[src/hdl/strict_priority_multi_fifo_core_assert.svh]
// assertion macros for the strict priority multi fifo core
`ifndef STRICT_PRIORITY_MULTI_FIFO_CORE_ASSERT_SVH
`define STRICT_PRIORITY_MULTI_FIFO_CORE_ASSERT_SVH

// same-cycle implication on clk, disabled while arst_n is low
`define SPMF_ASSERT_IMP(label, ante, cons) \
	label: assert property (@(posedge clk) disable iff (!arst_n) (ante) |-> (cons)) \
		else $error("spmf assertion failed");

// next-cycle implication on clk, disabled while arst_n is low
`define SPMF_ASSERT_NXT(label, ante, cons) \
	label: assert property (@(posedge clk) disable iff (!arst_n) (ante) |=> (cons)) \
		else $error("spmf assertion failed");

`endif

[src/hdl/spmf_ram.sv]
// generic single port ram with registered read
module spmf_ram #(
	parameter int WIDTH = 16,
	parameter int DEPTH = 80
) (
	input  logic                                      clk,
	input  logic                                      we,
	input  logic                                      re,
	input  logic [((DEPTH > 1) ? $clog2(DEPTH) : 1)-1:0] addr,
	input  logic [WIDTH-1:0]                          wdata,
	output logic [WIDTH-1:0]                          rd_data
);
	logic [WIDTH-1:0] mem_q [DEPTH];

	always_ff @(posedge clk) begin
		if (we) begin
			mem_q[addr] <= wdata;
		end
		if (re) begin
			rd_data <= mem_q[addr];
		end
	end
endmodule

[config.mk]
export PLATFORM = sky130hd
export DESIGN_NAME = spmf_ram
export DESIGN_NICKNAME = d
export VERILOG_FILES = /design/src/hdl/strict_priority_multi_fifo_core_assert.svh /design/src/hdl/spmf_ram.sv
export SDC_FILE = /design/constraint.sdc
export NUM_CORES = 1
export LEC_CHECK = 0
export BUFFER_PORTS_ARGS = -buffer_cell sky130_fd_sc_hd__buf_2
export CAP_MARGIN = 20
export CORE_ASPECT_RATIO = 0.9
export CORE_UTILIZATION = 25
export DETAILED_ROUTE_END_ITERATION = 16
export PLACE_DENSITY_LB_ADDON = 0.25
export SLEW_MARGIN = 30
export SYNTH_ARGS = -nofsm -noshare
export SYNTH_HDL_FRONTEND = slang
export SYNTH_SLANG_ARGS = --single-unit
export TNS_END_PERCENT = 100
[constraint.sdc]
create_clock -name clk -period 10.1 [get_ports clk]
set_input_delay 2.02 -clock clk [delete_from_list [all_inputs] [get_ports clk]]
set_output_delay 2.02 -clock clk [all_outputs]
set_load 0.01 [all_outputs]
# Word-level counts from Yosys, hierarchy flattened
# Memories as Yosys holds them, arrays and structs flattened. A register that Yosys moved wholly into a read port is not among the register bits.
# Index checks and enable logic that the tools add are counted.
totals:
  ramBits: 1280
  output_inout_bits: 16
  regBits: 0
  rom_bits: 0
  memories: 1
  latch_bits: 0
  input_bits: 26
  elab_cells: 3
op_classes:
  magnitude_cmp: 0
  n_mux: 2
  div_mod_pow: 0
  bitwise_logic: 0
  n_eq_ne: 0
  reduce_logical: 0
  multipliers: 0
  addsub: 0
  shifts: 0
memory_table:
  columns: ["memory", "depth", "word_bits", "read_ports", "rd_ports_with_merged_regs", "write_ports", "line", "text"]
  rows:
  - ["mem_q", 80, 16, 1, 1, 1, "spmf_ram.sv:13", "logic [WIDTH-1:0] mem_q [DEPTH];"]
op_table:
  columns: ["operator", "count"]
  rows:
  - ["1-bit 2-to-1 mux", 2]

# Depth between registers and ports, before layout
depth:
  word_depth: 2
  depth_mapped: 11
  ltp_nobuf: 6

# Worst setup path before layout
# OpenSTA, ideal clock, no wires.
synth_path:
  path_kind: "in2reg"
  start: "in addr[1] in the netlist's numbering"
  end: "mem mem_q[15][0] (enable)"
  path_buffers: 4
  slack_ns: 5.553
  path_stages: 7
  required_ns: 9.712
  arrival_ns: 4.159
  setup_ns: 0.388
  cell_sequence: "clkbuf_1 and2_1 buf_2 buf_1 clkbuf_1 nand3_1 nor2_1"
synth_lines:
  columns: ["item", "line", "text"]
  rows:
  - ["start, declared", "spmf_ram.sv:9", "input logic [((DEPTH > 1) ? $clog2(DEPTH) : 1)-1:0] addr,"]
  - ["end, declared", "spmf_ram.sv:13", null]
# No word-level cell before the write port.

==> results.toml <==
[status]
outcome = "finished, final reports clean"

[floorplan]
start_util_pct = 25.2
rows = 155
dieArea_sq_um = 201000
die_h_microns = 426
io_pins = 42
die_x_microns = 473
core_area_sq_um = 198000

[job]
maxCapViolations = 0

[logic_synthesis]
synth.area.top_cells = "edfxtp_1 78%, mux4_2 7.5%, a221oi_1 2.5%"
syn_inst = 2525
synthArstFlopShare_pct = 0
yosys.area_share.adder_pct = 0
synth_most_common_cell = "edfxtp_1"
synth_simple_gate_area_share_pct = 2.46
synth_top_area_cell = "edfxtp_1"
ys_seq_elements = 1296
avgSynthCellArea_sq_um = 19.7
synth_top_area_share_pct = 78.0
synth.net_count = 2551
yosys_warnings = 0
synth_flop_cell = "edfxtp_1"
ys_top_cells_by_count = "1296 x edfxtp_1, 166 x nor2_1, 165 x mux4_2"
netlist_area_sq_um = 49900
synth_xor_area_share_pct = 0
ys_seq_area_share_pct = 78.0
synth_compound_area_share_pct = 6.85
synthMuxAreaShare_pct = 10.8
synth_top_family_by_area = "multiplexers"
ys_types = 61
synth_edf_count = 1296

[power]
p_leak_nw = 17.8
power_frac_comb_pct = 5.5
seqPwrFrac_pct = 51.7
swShare_pct = 22.4
netSwitchingPower_mw = 2.58
p_clk_share_pct = 42.9
vdd_drop_max_mv = 0.181
finalPower_mw = 11.5
power_density_nw_per_um2 = 198
intPower_mw = 8.95

[clocking]
post_cts_buffers = 0
cts_sinks = 1296
clockBufferDepth = 3
cts_buffers = 142
path_clk_slew_ns = 0.06
cts_tree = "done"
cts_hold_buf = 0
cts-resized-gates = 0
clockRootBuffer = "clkbuf_16"
clk_latency_ns = 0.78
htree_num_levels = 4

[placement]
io_buffers = 41
placed_area_sq_um = 53900
dp_hpwl_microns = 89300
gp_congestion = 0.793
dp.cells = 5191
dp_worst_setup_slack_ns = 4.22

[cells_and_area]
area_delta_synth_final_pct = 16.9
nets = 2694
stdcell_count = 5441
drive_above_1_share_pct = 23.8
n_fill_cell = 19500
stdcell_area_sq_um = 58300
utilization_pct = 29.4

[global_route]
gr-usage-all-layers_pct = 15.5
grt_pass1_vias = 26100
grt_max_degree = 81
antenna_found_initial = 8
grt_pass1_wl_microns = 219000
overflow = 0

[sta]
drv_slew = 0
setup_ws_ns = 4.87
setup_viol = 0
final-hold-violation-count = 0
holdWs_ns = 0.781
worst_pin_slew_ns = 1.03
timing.fmax_mhz = 191
period_needed_ns = 5.23
fin_crit_sh_pct = 51.8
rsz0062_at_grt = "no"
fin_skew_ns = 0.0290
setup_tns_ns = 0
relSlewSlack_pct = 31.4

[routing]
via_per_inst = 4.84
finalWirelength_microns = 158000
drc_errors = 0
avgRoutedWirePerCell_microns = 29.0
vias = 26300
drt_iter0_drc = 3147
antenna_left = 0
drtPass1Iterations = 7

[worst_setup_path]
crit_slowest_cell = "a2111oi_0"
cp_slowest_stage_delay_ns = 0.86
cp_top_family = "buffers and inverters"
crit_arrival_ns = 5.73
path_cells = "buf_8 > buf_4 > nor2_4 > buf_4 > a22o_1 > a2111oi_0 > a211oi_1 > or4b_1"
critPathLaunchType = "input port"
path_buf_inv = 3
cp_common_cell = "buf_4"
worstSetupPathType = "in -> reg"
cp-end-kind = "register"
critPathMaxFanout = 56
cp.required_ns = 10.60

[hold_path]
hp-class = "reg -> reg"
kinds of logic (layout without fill, tap and decap cells):
kind of cell	after synthesis	after routing
AO/OA/AOI/OAI	440	440
buffers and inverters	172	417
flip-flops	1296	1296
multiplexers	323	323
other	0	2
AND/OR/NAND/NOR	294	294
flip-flops by register name, indices dropped and copies added (netlist names):
name and flops:
mem_q 1280, rd_data 16
power by group through the flow:
stage               clock, mW  sequential, mW  combinational [mW]
finish                   4.94            5.96               0.629
CTS                      5.05            5.96               0.633
global route             5.25            5.96               0.660
detailed placement          0            6.08               0.632
global placement            0            6.08               0.629
floorplan                   0            6.07               0.303
per-layer routing:
layer / vias to the layer above / wire, microns / track usage (%)
met4: 0 / 2640 / 3.51
li1: 10900 / - / -
met3: 145 / 10400 / 2.89
met1: 14300 / 71100 / 22.3
met5: - / 0 / 0
met2: 940 / 73600 / 24.2
path summary, 6_finish.rpt:
path | from | to | slack, ns | depth (start not counted)
setup / recovery | addr[2] | rd_data[15] | 4.87 | 8
hold / removal | mem_q[76][3] | rd_data[3] | 0.78 | 4
setup reg to reg | mem_q[1][1] | rd_data[1] | 7.28 | 6
hold reg to reg | mem_q[76][3] | rd_data[3] | 0.78 | 4
cells in the final DEF (no fill, tap or decap), types with 12 or more instances in the layout:
cell type     n
nor2_1      100
clkinv_1     32
mux4_2      165
a21oi_1      38
nor2_2       42
clkinv_2     18
mux2_2       62
nand3_1      24
buf_2        30
edfxtp_1   1296
a22oi_1      37
nor2_4       24
o221ai_1     20
o22ai_1      29
a22o_1       18
a221o_1      18
mux2i_1      96
buf_4       114
o211ai_1     21
a221oi_1    143
o21ai_0      46
clkbuf_1     34
clkbuf_16   144
nand2_1      68
buf_6        12
worst reg2reg max path, delay by kind of cell (launching register included):
| family | cells | cell delay, ns |
|---|---|---|
| multiplexers | 2 | 0.91 |
| AO/OA/AOI/OAI | 3 | 0.68 |
| AND/OR/NAND/NOR | 1 | 0.63 |
| flip-flops | 1 | 0.36 |
cell type report:
type / instances / area, sq um / share of cell area, %
multi-input combinational: 1057 / 10300 / 17.8
sequential: 1296 / 38900 / 66.8
clock buffer: 178 / 3730 / 6.40
tap: 2669 / 3340 / 5.73
timing repair buffer: 164 / 1300 / 2.23
inverter: 7 / 30.0 / 0.0515
clock inverter: 68 / 603 / 1.04
antenna: 2 / 5.00 / 0.00859
Power figures use the tool's default switching activity.
