**src/hdl/strict_priority_multi_fifo_core_assert.svh**
```systemverilog
// assertion macros for the strict priority multi fifo core
`ifndef STRICT_PRIORITY_MULTI_FIFO_CORE_ASSERT_SVH
`define STRICT_PRIORITY_MULTI_FIFO_CORE_ASSERT_SVH

// same-cycle implication on clk, disabled while arst_n is low
`define SPMF_ASSERT_IMP(label, ante, cons) \
	label: assert property (@(posedge clk) disable iff (!arst_n) (ante) |-> (cons)) \
		else $error("spmf assertion failed");

// next-cycle implication on clk, disabled while arst_n is low
`define SPMF_ASSERT_NXT(label, ante, cons) \
	label: assert property (@(posedge clk) disable iff (!arst_n) (ante) |=> (cons)) \
		else $error("spmf assertion failed");

`endif

```
**src/hdl/spmf_pkg.sv**
```systemverilog
// package with types, codes and defaults of the strict priority multi fifo core
package spmf_pkg;

	localparam int LEVELS_DEF = 5;
	localparam int DEPTH_DEF  = 16;

	typedef enum logic {
		FUNC_PUSH = 1'b0,
		FUNC_POP  = 1'b1
	} func_t;

	typedef struct packed {
		func_t       func;
		logic [15:0] order_number;
		logic [2:0]  urgency;
	} in_item_t;

	typedef struct packed {
		logic        found;
		logic [15:0] popped_number;
		logic [2:0]  popped_urgency;
		logic        rejected;
		logic        all_empty;
	} out_item_t;

	typedef struct packed {
		logic       found;
		logic [2:0] popped_urgency;
		logic       rejected;
		logic       all_empty;
	} decision_t;

endpackage

```
**src/hdl/spmf_ctrl.sv**
```systemverilog
// queue pointers, occupancy counters and strict priority selection
module spmf_ctrl #(
	parameter int LEVELS = spmf_pkg::LEVELS_DEF,
	parameter int DEPTH  = spmf_pkg::DEPTH_DEF,
	localparam int AW = (LEVELS * DEPTH > 1) ? $clog2(LEVELS * DEPTH) : 1
) (
	input  logic                clk,
	input  logic                arst_n,
	input  logic                en,
	input  spmf_pkg::in_item_t  item,
	output spmf_pkg::decision_t dec,
	output logic                mem_we,
	output logic                mem_re,
	output logic [AW-1:0]       mem_addr
);
	localparam int PW = $clog2(DEPTH);
	localparam int CW = $clog2(DEPTH + 1);

	logic [PW-1:0] head_q  [LEVELS];
	logic [PW-1:0] tail_q  [LEVELS];
	logic [CW-1:0] count_q [LEVELS];

	logic [LEVELS-1:0] nonempty;
	logic [LEVELS-1:0] nonempty_after;
	logic [LEVELS-1:0] push_oh;
	logic [LEVELS-1:0] pop_oh;
	logic              is_push;
	logic              is_pop;
	logic              taken;

	assign is_push = (item.func == spmf_pkg::FUNC_PUSH);
	assign is_pop  = (item.func == spmf_pkg::FUNC_POP);

	always_comb begin
		taken              = 1'b0;
		mem_addr           = '0;
		dec.popped_urgency = '0;
		for (int l = 0; l < LEVELS; l++) begin
			nonempty[l] = (count_q[l] != '0);
			push_oh[l]  = is_push && (32'(item.urgency) == 32'(l + 1))
				&& (count_q[l] != CW'(DEPTH));
			pop_oh[l]   = is_pop && nonempty[l] && !taken;
			taken       = taken | nonempty[l];
			nonempty_after[l] = push_oh[l]
				| (nonempty[l] & !(pop_oh[l] && (count_q[l] == CW'(1))));
			if (push_oh[l]) begin
				mem_addr = mem_addr | (AW'(l * DEPTH) + AW'(tail_q[l]));
			end
			if (pop_oh[l]) begin
				mem_addr = mem_addr | (AW'(l * DEPTH) + AW'(head_q[l]));
				dec.popped_urgency = dec.popped_urgency | 3'(l + 1);
			end
		end
		dec.found     = |pop_oh;
		dec.rejected  = is_push && !(|push_oh);
		dec.all_empty = ~|nonempty_after;
	end

	assign mem_we = en && (|push_oh);
	assign mem_re = en && (|pop_oh);

	always_ff @(posedge clk or negedge arst_n) begin
		if (!arst_n) begin
			for (int l = 0; l < LEVELS; l++) begin
				head_q[l]  <= '0;
				tail_q[l]  <= '0;
				count_q[l] <= '0;
			end
		end else if (en) begin
			for (int l = 0; l < LEVELS; l++) begin
				if (push_oh[l]) begin
					tail_q[l]  <= (tail_q[l] == PW'(DEPTH - 1)) ? '0 : tail_q[l] + 1'b1;
					count_q[l] <= count_q[l] + 1'b1;
				end
				if (pop_oh[l]) begin
					head_q[l]  <= (head_q[l] == PW'(DEPTH - 1)) ? '0 : head_q[l] + 1'b1;
					count_q[l] <= count_q[l] - 1'b1;
				end
			end
		end
	end
endmodule

```
**config.mk**
```make
export PLATFORM = sky130hd
export DESIGN_NAME = spmf_ctrl
export DESIGN_NICKNAME = d
export VERILOG_FILES = /design/src/hdl/strict_priority_multi_fifo_core_assert.svh /design/src/hdl/spmf_pkg.sv /design/src/hdl/spmf_ctrl.sv
export SDC_FILE = /design/constraint.sdc
export NUM_CORES = 1
export LEC_CHECK = 0
export ABC_CLOCK_PERIOD_IN_PS = 3200
export BUFFER_PORTS_ARGS = -buffer_cell sky130_fd_sc_hd__buf_2
export CORE_AREA = 3 3 66 129
export DETAILED_ROUTE_END_ITERATION = 10
export DIE_AREA = 0 0 69 132
export PLACE_DENSITY = 0.9
export SLEW_MARGIN = 20
export SYNTH_ARGS = -nofsm -noshare
export SYNTH_HDL_FRONTEND = slang
export SYNTH_SLANG_ARGS = --single-unit
```
**constraint.sdc**
```tcl
create_clock -name clk -period 3.2 [get_ports clk]
set_input_delay 0.48 -clock clk [delete_from_list [all_inputs] [get_ports clk]]
set_output_delay 0.48 -clock clk [all_outputs]
set_load 0.03 [all_outputs]
```
-- Yosys cells after proc, flatten, opt, wreduce, memory -nomap -nowiden
Index checks and enable logic that the tools add are counted.
- add/subtract/negate cells: 28
- equal/unequal tests: 25
- muxes and demuxes: 35
- bitwise operators: 23
- reduce and logical (&&, ||, !) cells: 66
- operator list (operator ; number):
    $mux 7 ; 9
    $mux 5 ; 10
    $mux 4 ; 11
    $or 7x7->7 ; 6
    $add 4x1->4 const B ; 10
    $eq 4x4->1 const B ; 10
    $reduce_and 2->1 ; 15
    $add 6x4->7 const A ; 4
    $logic_and 1x1->1 ; 27
    $add 5x1->5 const B ; 5
    $eq 5x1->1 const B ; 5
    $ne 5x5->1 const B ; 5
    $reduce_bool 5->1 ; 5
    $sub 5x1->5 const B ; 5
    $reduce_or 5->1 ; 3
    $add 7x4->7 const A ; 2
    $or 7x6->7 ; 2
    $add 5x4->6 const A ; 2
    $logic_not 1->1 ; 11
    $reduce_bool 2->1 ; 5
    $or 1x1->1 ; 8
    $eq 3x2->1 const B ; 2
    $eq 3x3->1 const B ; 2
    $mux 3 ; 2
    other kinds (6) ; 11
- bits in registers: 65
- input bits: 23
- output and inout bits: 15
- word-level logic and storage cells: 192

-- Depth between registers and ports, before layout
Gate-level depths: netlist (run 1).
- word-level depth: 22
- mapped depth: 8
- depth with buffers taken out: 6

-- Worst setup path before layout (run 1)
Ideal clock, no wire load.
- kind: flip-flop to output port
- start point: register count_q[0] in the netlist's numbering
- end point: output port dec[5] in the netlist's numbering
- arrival time: 2324 ps
- required time: 2720 ps
- setup slack: 396 ps
- stages on the path, launching flop included: 8
- path buffers: 1
- path through: dfrtp_1 -> inv_1 -> ha_1 -> or4b_2 -> clkbuf_1 -> nand2_1 -> a21oi_1 -> or3_1
- RTL lines (what ; RTL line ; source):
    from (decl) ; spmf_ctrl.sv:21 ; logic [CW-1:0] count_q [LEVELS];
    from (signal, indexed assignment) ; spmf_ctrl.sv:73 ; count_q[l] <= count_q[l] + 1'b1;
    from (signal, indexed assignment) ; spmf_ctrl.sv:77 ; count_q[l] <= count_q[l] - 1'b1;
    to (decl) ; spmf_ctrl.sv:11 ; output spmf_pkg::decision_t dec,

==> results.json, run 1 <==
{
  "status": "finished, final reports clean",
  "synth.yosys.seq_area_share_pct": 36.27,
  "floorplan.die.width_um": 69,
  "maxSlewViolCount": 0,
  "cts_max_path_buffers": 2,
  "wl_per_cell_um": 20.56,
  "routed-via-count": 4094,
  "netlist-cell-type-count": 68,
  "critical_path.endpoint_type": "primary output",
  "p_sw_share_pct": 39.34,
  "timing.critical_path.arrival_ps": 2600,
  "clk_latency_ps": 340,
  "synth-main-ff-cell": "dfrtp_1",
  "leakagePower_nw": 2.097,
  "path_max_fanout": 7,
  "ir_worst_vdd_v": 0.0005070,
  "routabilityCongestion": 0.9564,
  "synth_top_cell_area_share_pct": 36.27,
  "antenna_cells": 0,
  "intPower_mw": 2.090,
  "synth_most_common_cell": "dfrtp_1",
  "worst_hold_path_type": "in2async",
  "portBuffers": 21,
  "fin_setup_tns_ps": 0,
  "post-synth-top-area-cell": "dfrtp_1",
  "wire_length_of_the_first_global_routing_pass_mm": 19.87,
  "worst_setup_hold_path_clk_slew_ps": 50,
  "worstPathRequired_ps": 2720,
  "cts-htree-levels": 3,
  "slowest_stage": "or4b_4",
  "initial_core_util_pct": 58.56,
  "yosysWarningCount": 0,
  "cpLargestDelayFamily": "simple AND/OR/NAND/NOR gates",
  "timing.critical_path.slowest_cell_delay_ps": 540,
  "buffer_type_at_the_clock_tree_root": "clkbuf_16",
  "drt_pre_antenna_iters": 8,
  "relSlewSlack_pct": 43.96,
  "row_count": 45,
  "grt_overflow": 0,
  "synth_top_cells_by_count": "65 x dfrtp_1, 43 x nand2_1, 38 x nand3_1",
  "hpwl_mm": 8.458,
  "cellPowerDensity_nw_per_um2": 689.1,
  "vias_per_cell": 6.986,
  "synthesis.instances": 467,
  "pre_cts_ws_ps": 255.5,
  "period_needed_ps": 3082,
  "die_h_um": 132,
  "tritoncts_clock_tree": "done",
  "timing.clock.skew_ps": 4.542,
  "grt_antenna_before_repair": 0,
  "final.fill_count": 608,
  "fp.coreArea_um2": 7657,
  "combPwrFrac_pct": 34.1,
  "worst-setup-path-type": "reg2out",
  "worst_slack_ps": 118.5,
  "grt_start_max_net_pins": 66,
  "nNetsFinal": 539,
  "mappedNetlistArea_um2": 4484,
  "drive_gt1_share_pct": 18.90,
  "max_cap_violations": 0,
  "type_of_element_launching_the_critical_path": "register",
  "async_flop_share_pct": 100.0,
  "ant_nets": 0,
  "fin_crit_sh_pct": 96.30,
  "final-seq-area_um2": 1628,
  "path_cells": "inv_1 > ha_1 > or4b_4 > nand2_1 > a21oi_1 > or3_1 > buf_2",
  "yosys-top-cells-area": "dfrtp_1 36%, ha_1 7.5%, nand3_1 4.2%",
  "synth_nets": 517,
  "maxClockFrequency_mhz": 324.5,
  "area_growth_pct": 11.50,
  "gr-usage-all-layers_pct": 27.16,
  "cts_buffers": 9,
  "remaining_drc_errors": 0,
  "synth-edff-count": 0,
  "dr.first_iter.drc_count": 539,
  "floorplan.io_pins": 38,
  "avgSynthCellArea_um2": 9.602,
  "first_global_vias": 4000,
  "multi_input_area_um2": 2688,
  "critical_path.n_buffers_inverters": 2,
  "seqPwrFrac_pct": 41.1,
  "final_hold_fails": 0,
  "switching_power_mw": 1.355,
  "clkSinkCount": 65,
  "wl_mm": 12.05,
  "yosys_register_bits": 65,
  "die-area_um2": 9108,
  "tightestPinTransition_ps": 840.6,
  "grt_setup_unrepaired": "false",
  "report.final.setup_viol": 0,
  "power.clock.fraction_pct": 24.8
}
## registers in the layout, indices dropped and copies added (netlist names)
register and flops:
count_q 25, tail_q 20, head_q 20
## area by class of cell
class,count,share of cell area [%]
repair buffers,42,5.305
flip-flops and latches,65,32.56
inverters,15,1.126
clock buffers,13,4.805
clock inverters,1,0.1001
well taps,94,2.352
multi-input cells,356,53.75
## worst paths after layout
path / endpoint / cells after the start / slack (ps) / start
min: head_q[6] / 2 / 320 / arst_n
min in group clk: tail_q[3] / 1 / 510 / tail_q[3]
max: dec[5] / 7 / 120 / count_q[1]
max reg2reg: head_q[4] / 9 / 530 / count_q[10]
max in group asynchronous: count_q[15] / 2 / 2270 / arst_n
min reg2reg: tail_q[3] / 1 / 510 / tail_q[3]
## layout by cell type (no fill, tap or decap), types with 4 or more instances in the layout
cell type   n
nand3_1    38
a222oi_1    4
nand4bb_1   5
and4_1      4
nor3_1      4
dfrtp_1    64
nand2_1    43
nor4b_2     4
xor2_1      9
o2111ai_1   5
mux2_2     11
inv_1      12
a21o_1      7
nand4_1    28
nor4_1      4
a221oi_1    4
clkbuf_1    4
ha_1       25
a31oi_1     9
buf_4      22
nor2_1     12
a21oi_1    21
buf_2      20
o21ai_0    14
and2_1      7
xnor2_1    16
o31ai_1    10
clkbuf_16   9
or4b_4      4
a311oi_1    6
## kinds of logic (layout without fill, tap and decap cells)
| family | count (synthesis) | in the layout | share of synthesized area, % |
|---|---|---|---|
| adders and majority gates | 27 | 27 | 7.533 |
| muxes | 16 | 16 | 4.102 |
| AOI/OAI and AO/OA | 107 | 107 | 16.96 |
| DFF | 65 | 65 | 36.27 |
| buffers and inverters | 46 | 71 | 4.576 |
| and+or+nand+nor | 181 | 181 | 25.67 |
| xor gates and xnor gates | 25 | 25 | 4.883 |
## routing by layer
metal | GRT usage [%] | up-vias | routed length, µm
li1 | - | 1837 | -
met1 | 30.66 | 1968 | 4376
met2 | 44.68 | 231 | 6033
met3 | 6.489 | 58 | 898
met4 | 18.37 | 0 | 741
met5 | 0 | - | 0
## metrics by stage
step	power (mW)	utilization [%]	instance area, µm²	cells	hold slack (ps)
after global placement	2.426	61.29	4693	569	490.1
after floorplan	2.208	-	4484	467	184.4
after CTS	3.396	64.93	4972	585	361.4
after global routing	3.640	65.29	5000	586	417.5
final	3.445	65.29	5000	586	323.6
after detailed placement	2.518	61.29	4693	569	499.9
## power by group through the flow
stage	Clock [mW]	Sequential, mW	Combinational (mW)
after floorplan	0	1.25	0.962
after detailed placement	0	1.40	1.12
after global placement	0	1.38	1.05
after CTS	0.859	1.39	1.14
final	0.856	1.42	1.17
after global routing	0.899	1.45	1.29
## timing repair
item | in CTS | in global routing
setup endpoints to repair | 8 | 10
buffers inserted | 2 | 1
hold buffers | 0 | 0
hold endpoints to repair | 0 | 0
gates resized for setup | 7 | 5
pin swaps | 1 | 2
Note: power is estimated with default switching activity, not from simulation.
==> run 2: changes to the inputs <==
CORE_AREA = 3 3 79 156   (was 3 3 66 129)
CTS_BUF_LIST = sky130_fd_sc_hd__clkbuf_4 sky130_fd_sc_hd__clkbuf_8   (was default)
DIE_AREA = 0 0 82 159   (was 0 0 69 132)
MAX_ROUTING_LAYER = met4   (was default)
PLACE_DENSITY = 0.68   (was 0.9)
==> results.json, run 2 (synthesis results as in run 1) <==
{
  "status": "finished, final reports clean",
  "area_growth_pct": 13.87,
  "grt_start_max_net_pins": 66,
  "tightestPinTransition_ps": 572.2,
  "hpwl_mm": 9.151,
  "routed-via-count": 4083,
  "combPwrFrac_pct": 38.6,
  "final.fill_count": 1091,
  "largest_reg_flops": 25,
  "nNetsFinal": 546,
  "ctsHoldBuffers": 0,
  "timing.reg2reg.setup_slack_ps": 750,
  "cellPowerDensity_nw_per_um2": 663.4,
  "period_needed_ps": 3098,
  "grt_overflow": 0,
  "rr_worst_depth": 8,
  "floorplan.die.width_um": 82,
  "relSlewSlack_pct": 61.81,
  "fin_crit_sh_pct": 96.83,
  "mostFrequentLayoutCells": "64 x dfrtp_1, 43 x nand2_1, 38 x nand3_1",
  "critical_path.endpoint_type": "primary output",
  "drive_gt1_share_pct": 21.20,
  "critical_path.reg2reg.startpoint": "count_q[10]",
  "mostFrequentLayoutCell": "dfrtp_1",
  "routabilityCongestion": 0.8907,
  "portBuffers": 21,
  "tritoncts_clock_tree": "done",
  "ir_worst_vdd_v": 0.0003189,
  "worst-setup-path-type": "reg2out",
  "grt_setup_unrepaired": "false",
  "type_of_element_launching_the_critical_path": "register",
  "p_sw_share_pct": 39.80,
  "clk_latency_ps": 360,
  "seqPwrFrac_pct": 40.0,
  "worst_hold_path_type": "in2async",
  "clkSinkCount": 65,
  "power.clock.fraction_pct": 21.3,
  "cts_max_path_buffers": 2,
  "top_register": "count_q",
  "worst_setup_hold_path_clk_slew_ps": 80,
  "first_global_vias": 4173,
  "wl_mm": 12.43,
  "slowest_stage": "or4b_4",
  "remaining_drc_errors": 0,
  "die_h_um": 159,
  "die-area_um2": 13040,
  "cts-htree-levels": 3,
  "path_max_fanout": 5,
  "fp.coreArea_um2": 11290,
  "worst_setup_path_startpoint": "count_q[15]",
  "timing.critical_path.slowest_cell_delay_ps": 500,
  "initial_core_util_pct": 39.73,
  "timing.critical_path.arrival_ps": 2620,
  "cts_buffers": 9,
  "drt_pre_antenna_iters": 5,
  "leakagePower_nw": 2.130,
  "dr.first_iter.drc_count": 270,
  "top_regs": "count_q x25, head_q x20, tail_q x20",
  "final_core_util_pct": 45.24,
  "placed_area_um2": 4818,
  "ant_nets": 0,
  "wl_per_cell_um": 19.35,
  "grt_antenna_before_repair": 0,
  "final_hold_fails": 0,
  "gr-usage-all-layers_pct": 20.44,
  "wire_length_of_the_first_global_routing_pass_mm": 20.23,
  "report.final.setup_viol": 0,
  "buffer_type_at_the_clock_tree_root": "clkbuf_8",
  "floorplan.io_pins": 38,
  "max_cap_violations": 0,
  "maxSlewViolCount": 0,
  "vias_per_cell": 6.360,
  "postLayoutCellArea_um2": 5106,
  "path_cells": "inv_2 > ha_1 > or4b_4 > nor4_4 > buf_4 > a31oi_1 > and4bb_2 > buf_2",
  "switching_power_mw": 1.348,
  "timing.clock.skew_ps": 14.54,
  "fin_setup_tns_ps": 0,
  "maxClockFrequency_mhz": 322.7,
  "intPower_mw": 2.039,
  "whs_ps": 116.7,
  "worstPathRequired_ps": 2720,
  "report.power.total_mw": 3.387,
  "antenna_cells": 0,
  "row_count": 55
}
## run 2: cell types whose count changed in the layout (fill, tap and decap cells not counted), sizes merged
cell	previous run	this run
clkbuf	13	14
clkinv	2	3
bufinv	0	1
buf	42	47
## run 2: routing by layer
metal / track usage [%] / vias up / wire length, µm
met5: - / - / 0
li1: - / 1856 / -
met4: 12.71 / 0 / 651
met2: 35.11 / 140 / 6723
met1: 21.02 / 2042 / 4618
met3: 2.775 / 45 / 431
## run 2: power by group through the flow
stage          Clock [mW]  Sequential (mW)  Combinational [mW]
3_5_place_dp            0             1.35                1.25
6_report            0.723             1.36                1.31
5_1_grt             0.775             1.40                1.44
4_1_cts             0.742             1.34                1.27
2_1_floorplan           0             1.25               0.962
3_3_place_gp            0             1.34                1.20
## run 2: final timing paths
kind / to
min reg2reg: tail_q[15]
max: dec[0]
max in group asynchronous: count_q[15]
min in group clk: tail_q[15]
max reg2reg: count_q[8]
min: count_q[8]
## run 2: layout make-up
type                       count  area [µm²]  area share (%)
clock buffer                  12       158.9           3.112
inverter                      15       56.30           1.103
sequential                    65        1628           31.88
clock inverter                 3       40.04          0.7841
multi-input combinational    356        2713           53.12
timing repair buffer          49       332.8           6.518
tap                          142       177.7           3.480
## run 2: stage by stage
stage	setup WS, ps	cells
after floorplan	395.6	467
after global placement	297.0	624
after detailed placement	235.4	624
after CTS	14.78	641
after global routing	10.88	642
final	101.5	642
## run 2: repair_timing
| item | 4_1_cts | 5_1_grt |
|---|---|---|
| resized for setup | 3 | 13 |
| pin swaps | 1 | 1 |
| buffers inserted | 2 | 1 |
| hold endpoints to repair | 0 | 0 |
| setup endpoints to repair | 8 | 10 |
| cloned | 0 | 0 |
## run 2: worst max-delay path: cells and delay by family, from the launching register on
kind	cells	cell delay [ps]
flops	1	440
fa+ha+maj	1	170
compound gates	1	80
buf+inv	3	480
simple gates	3	1080
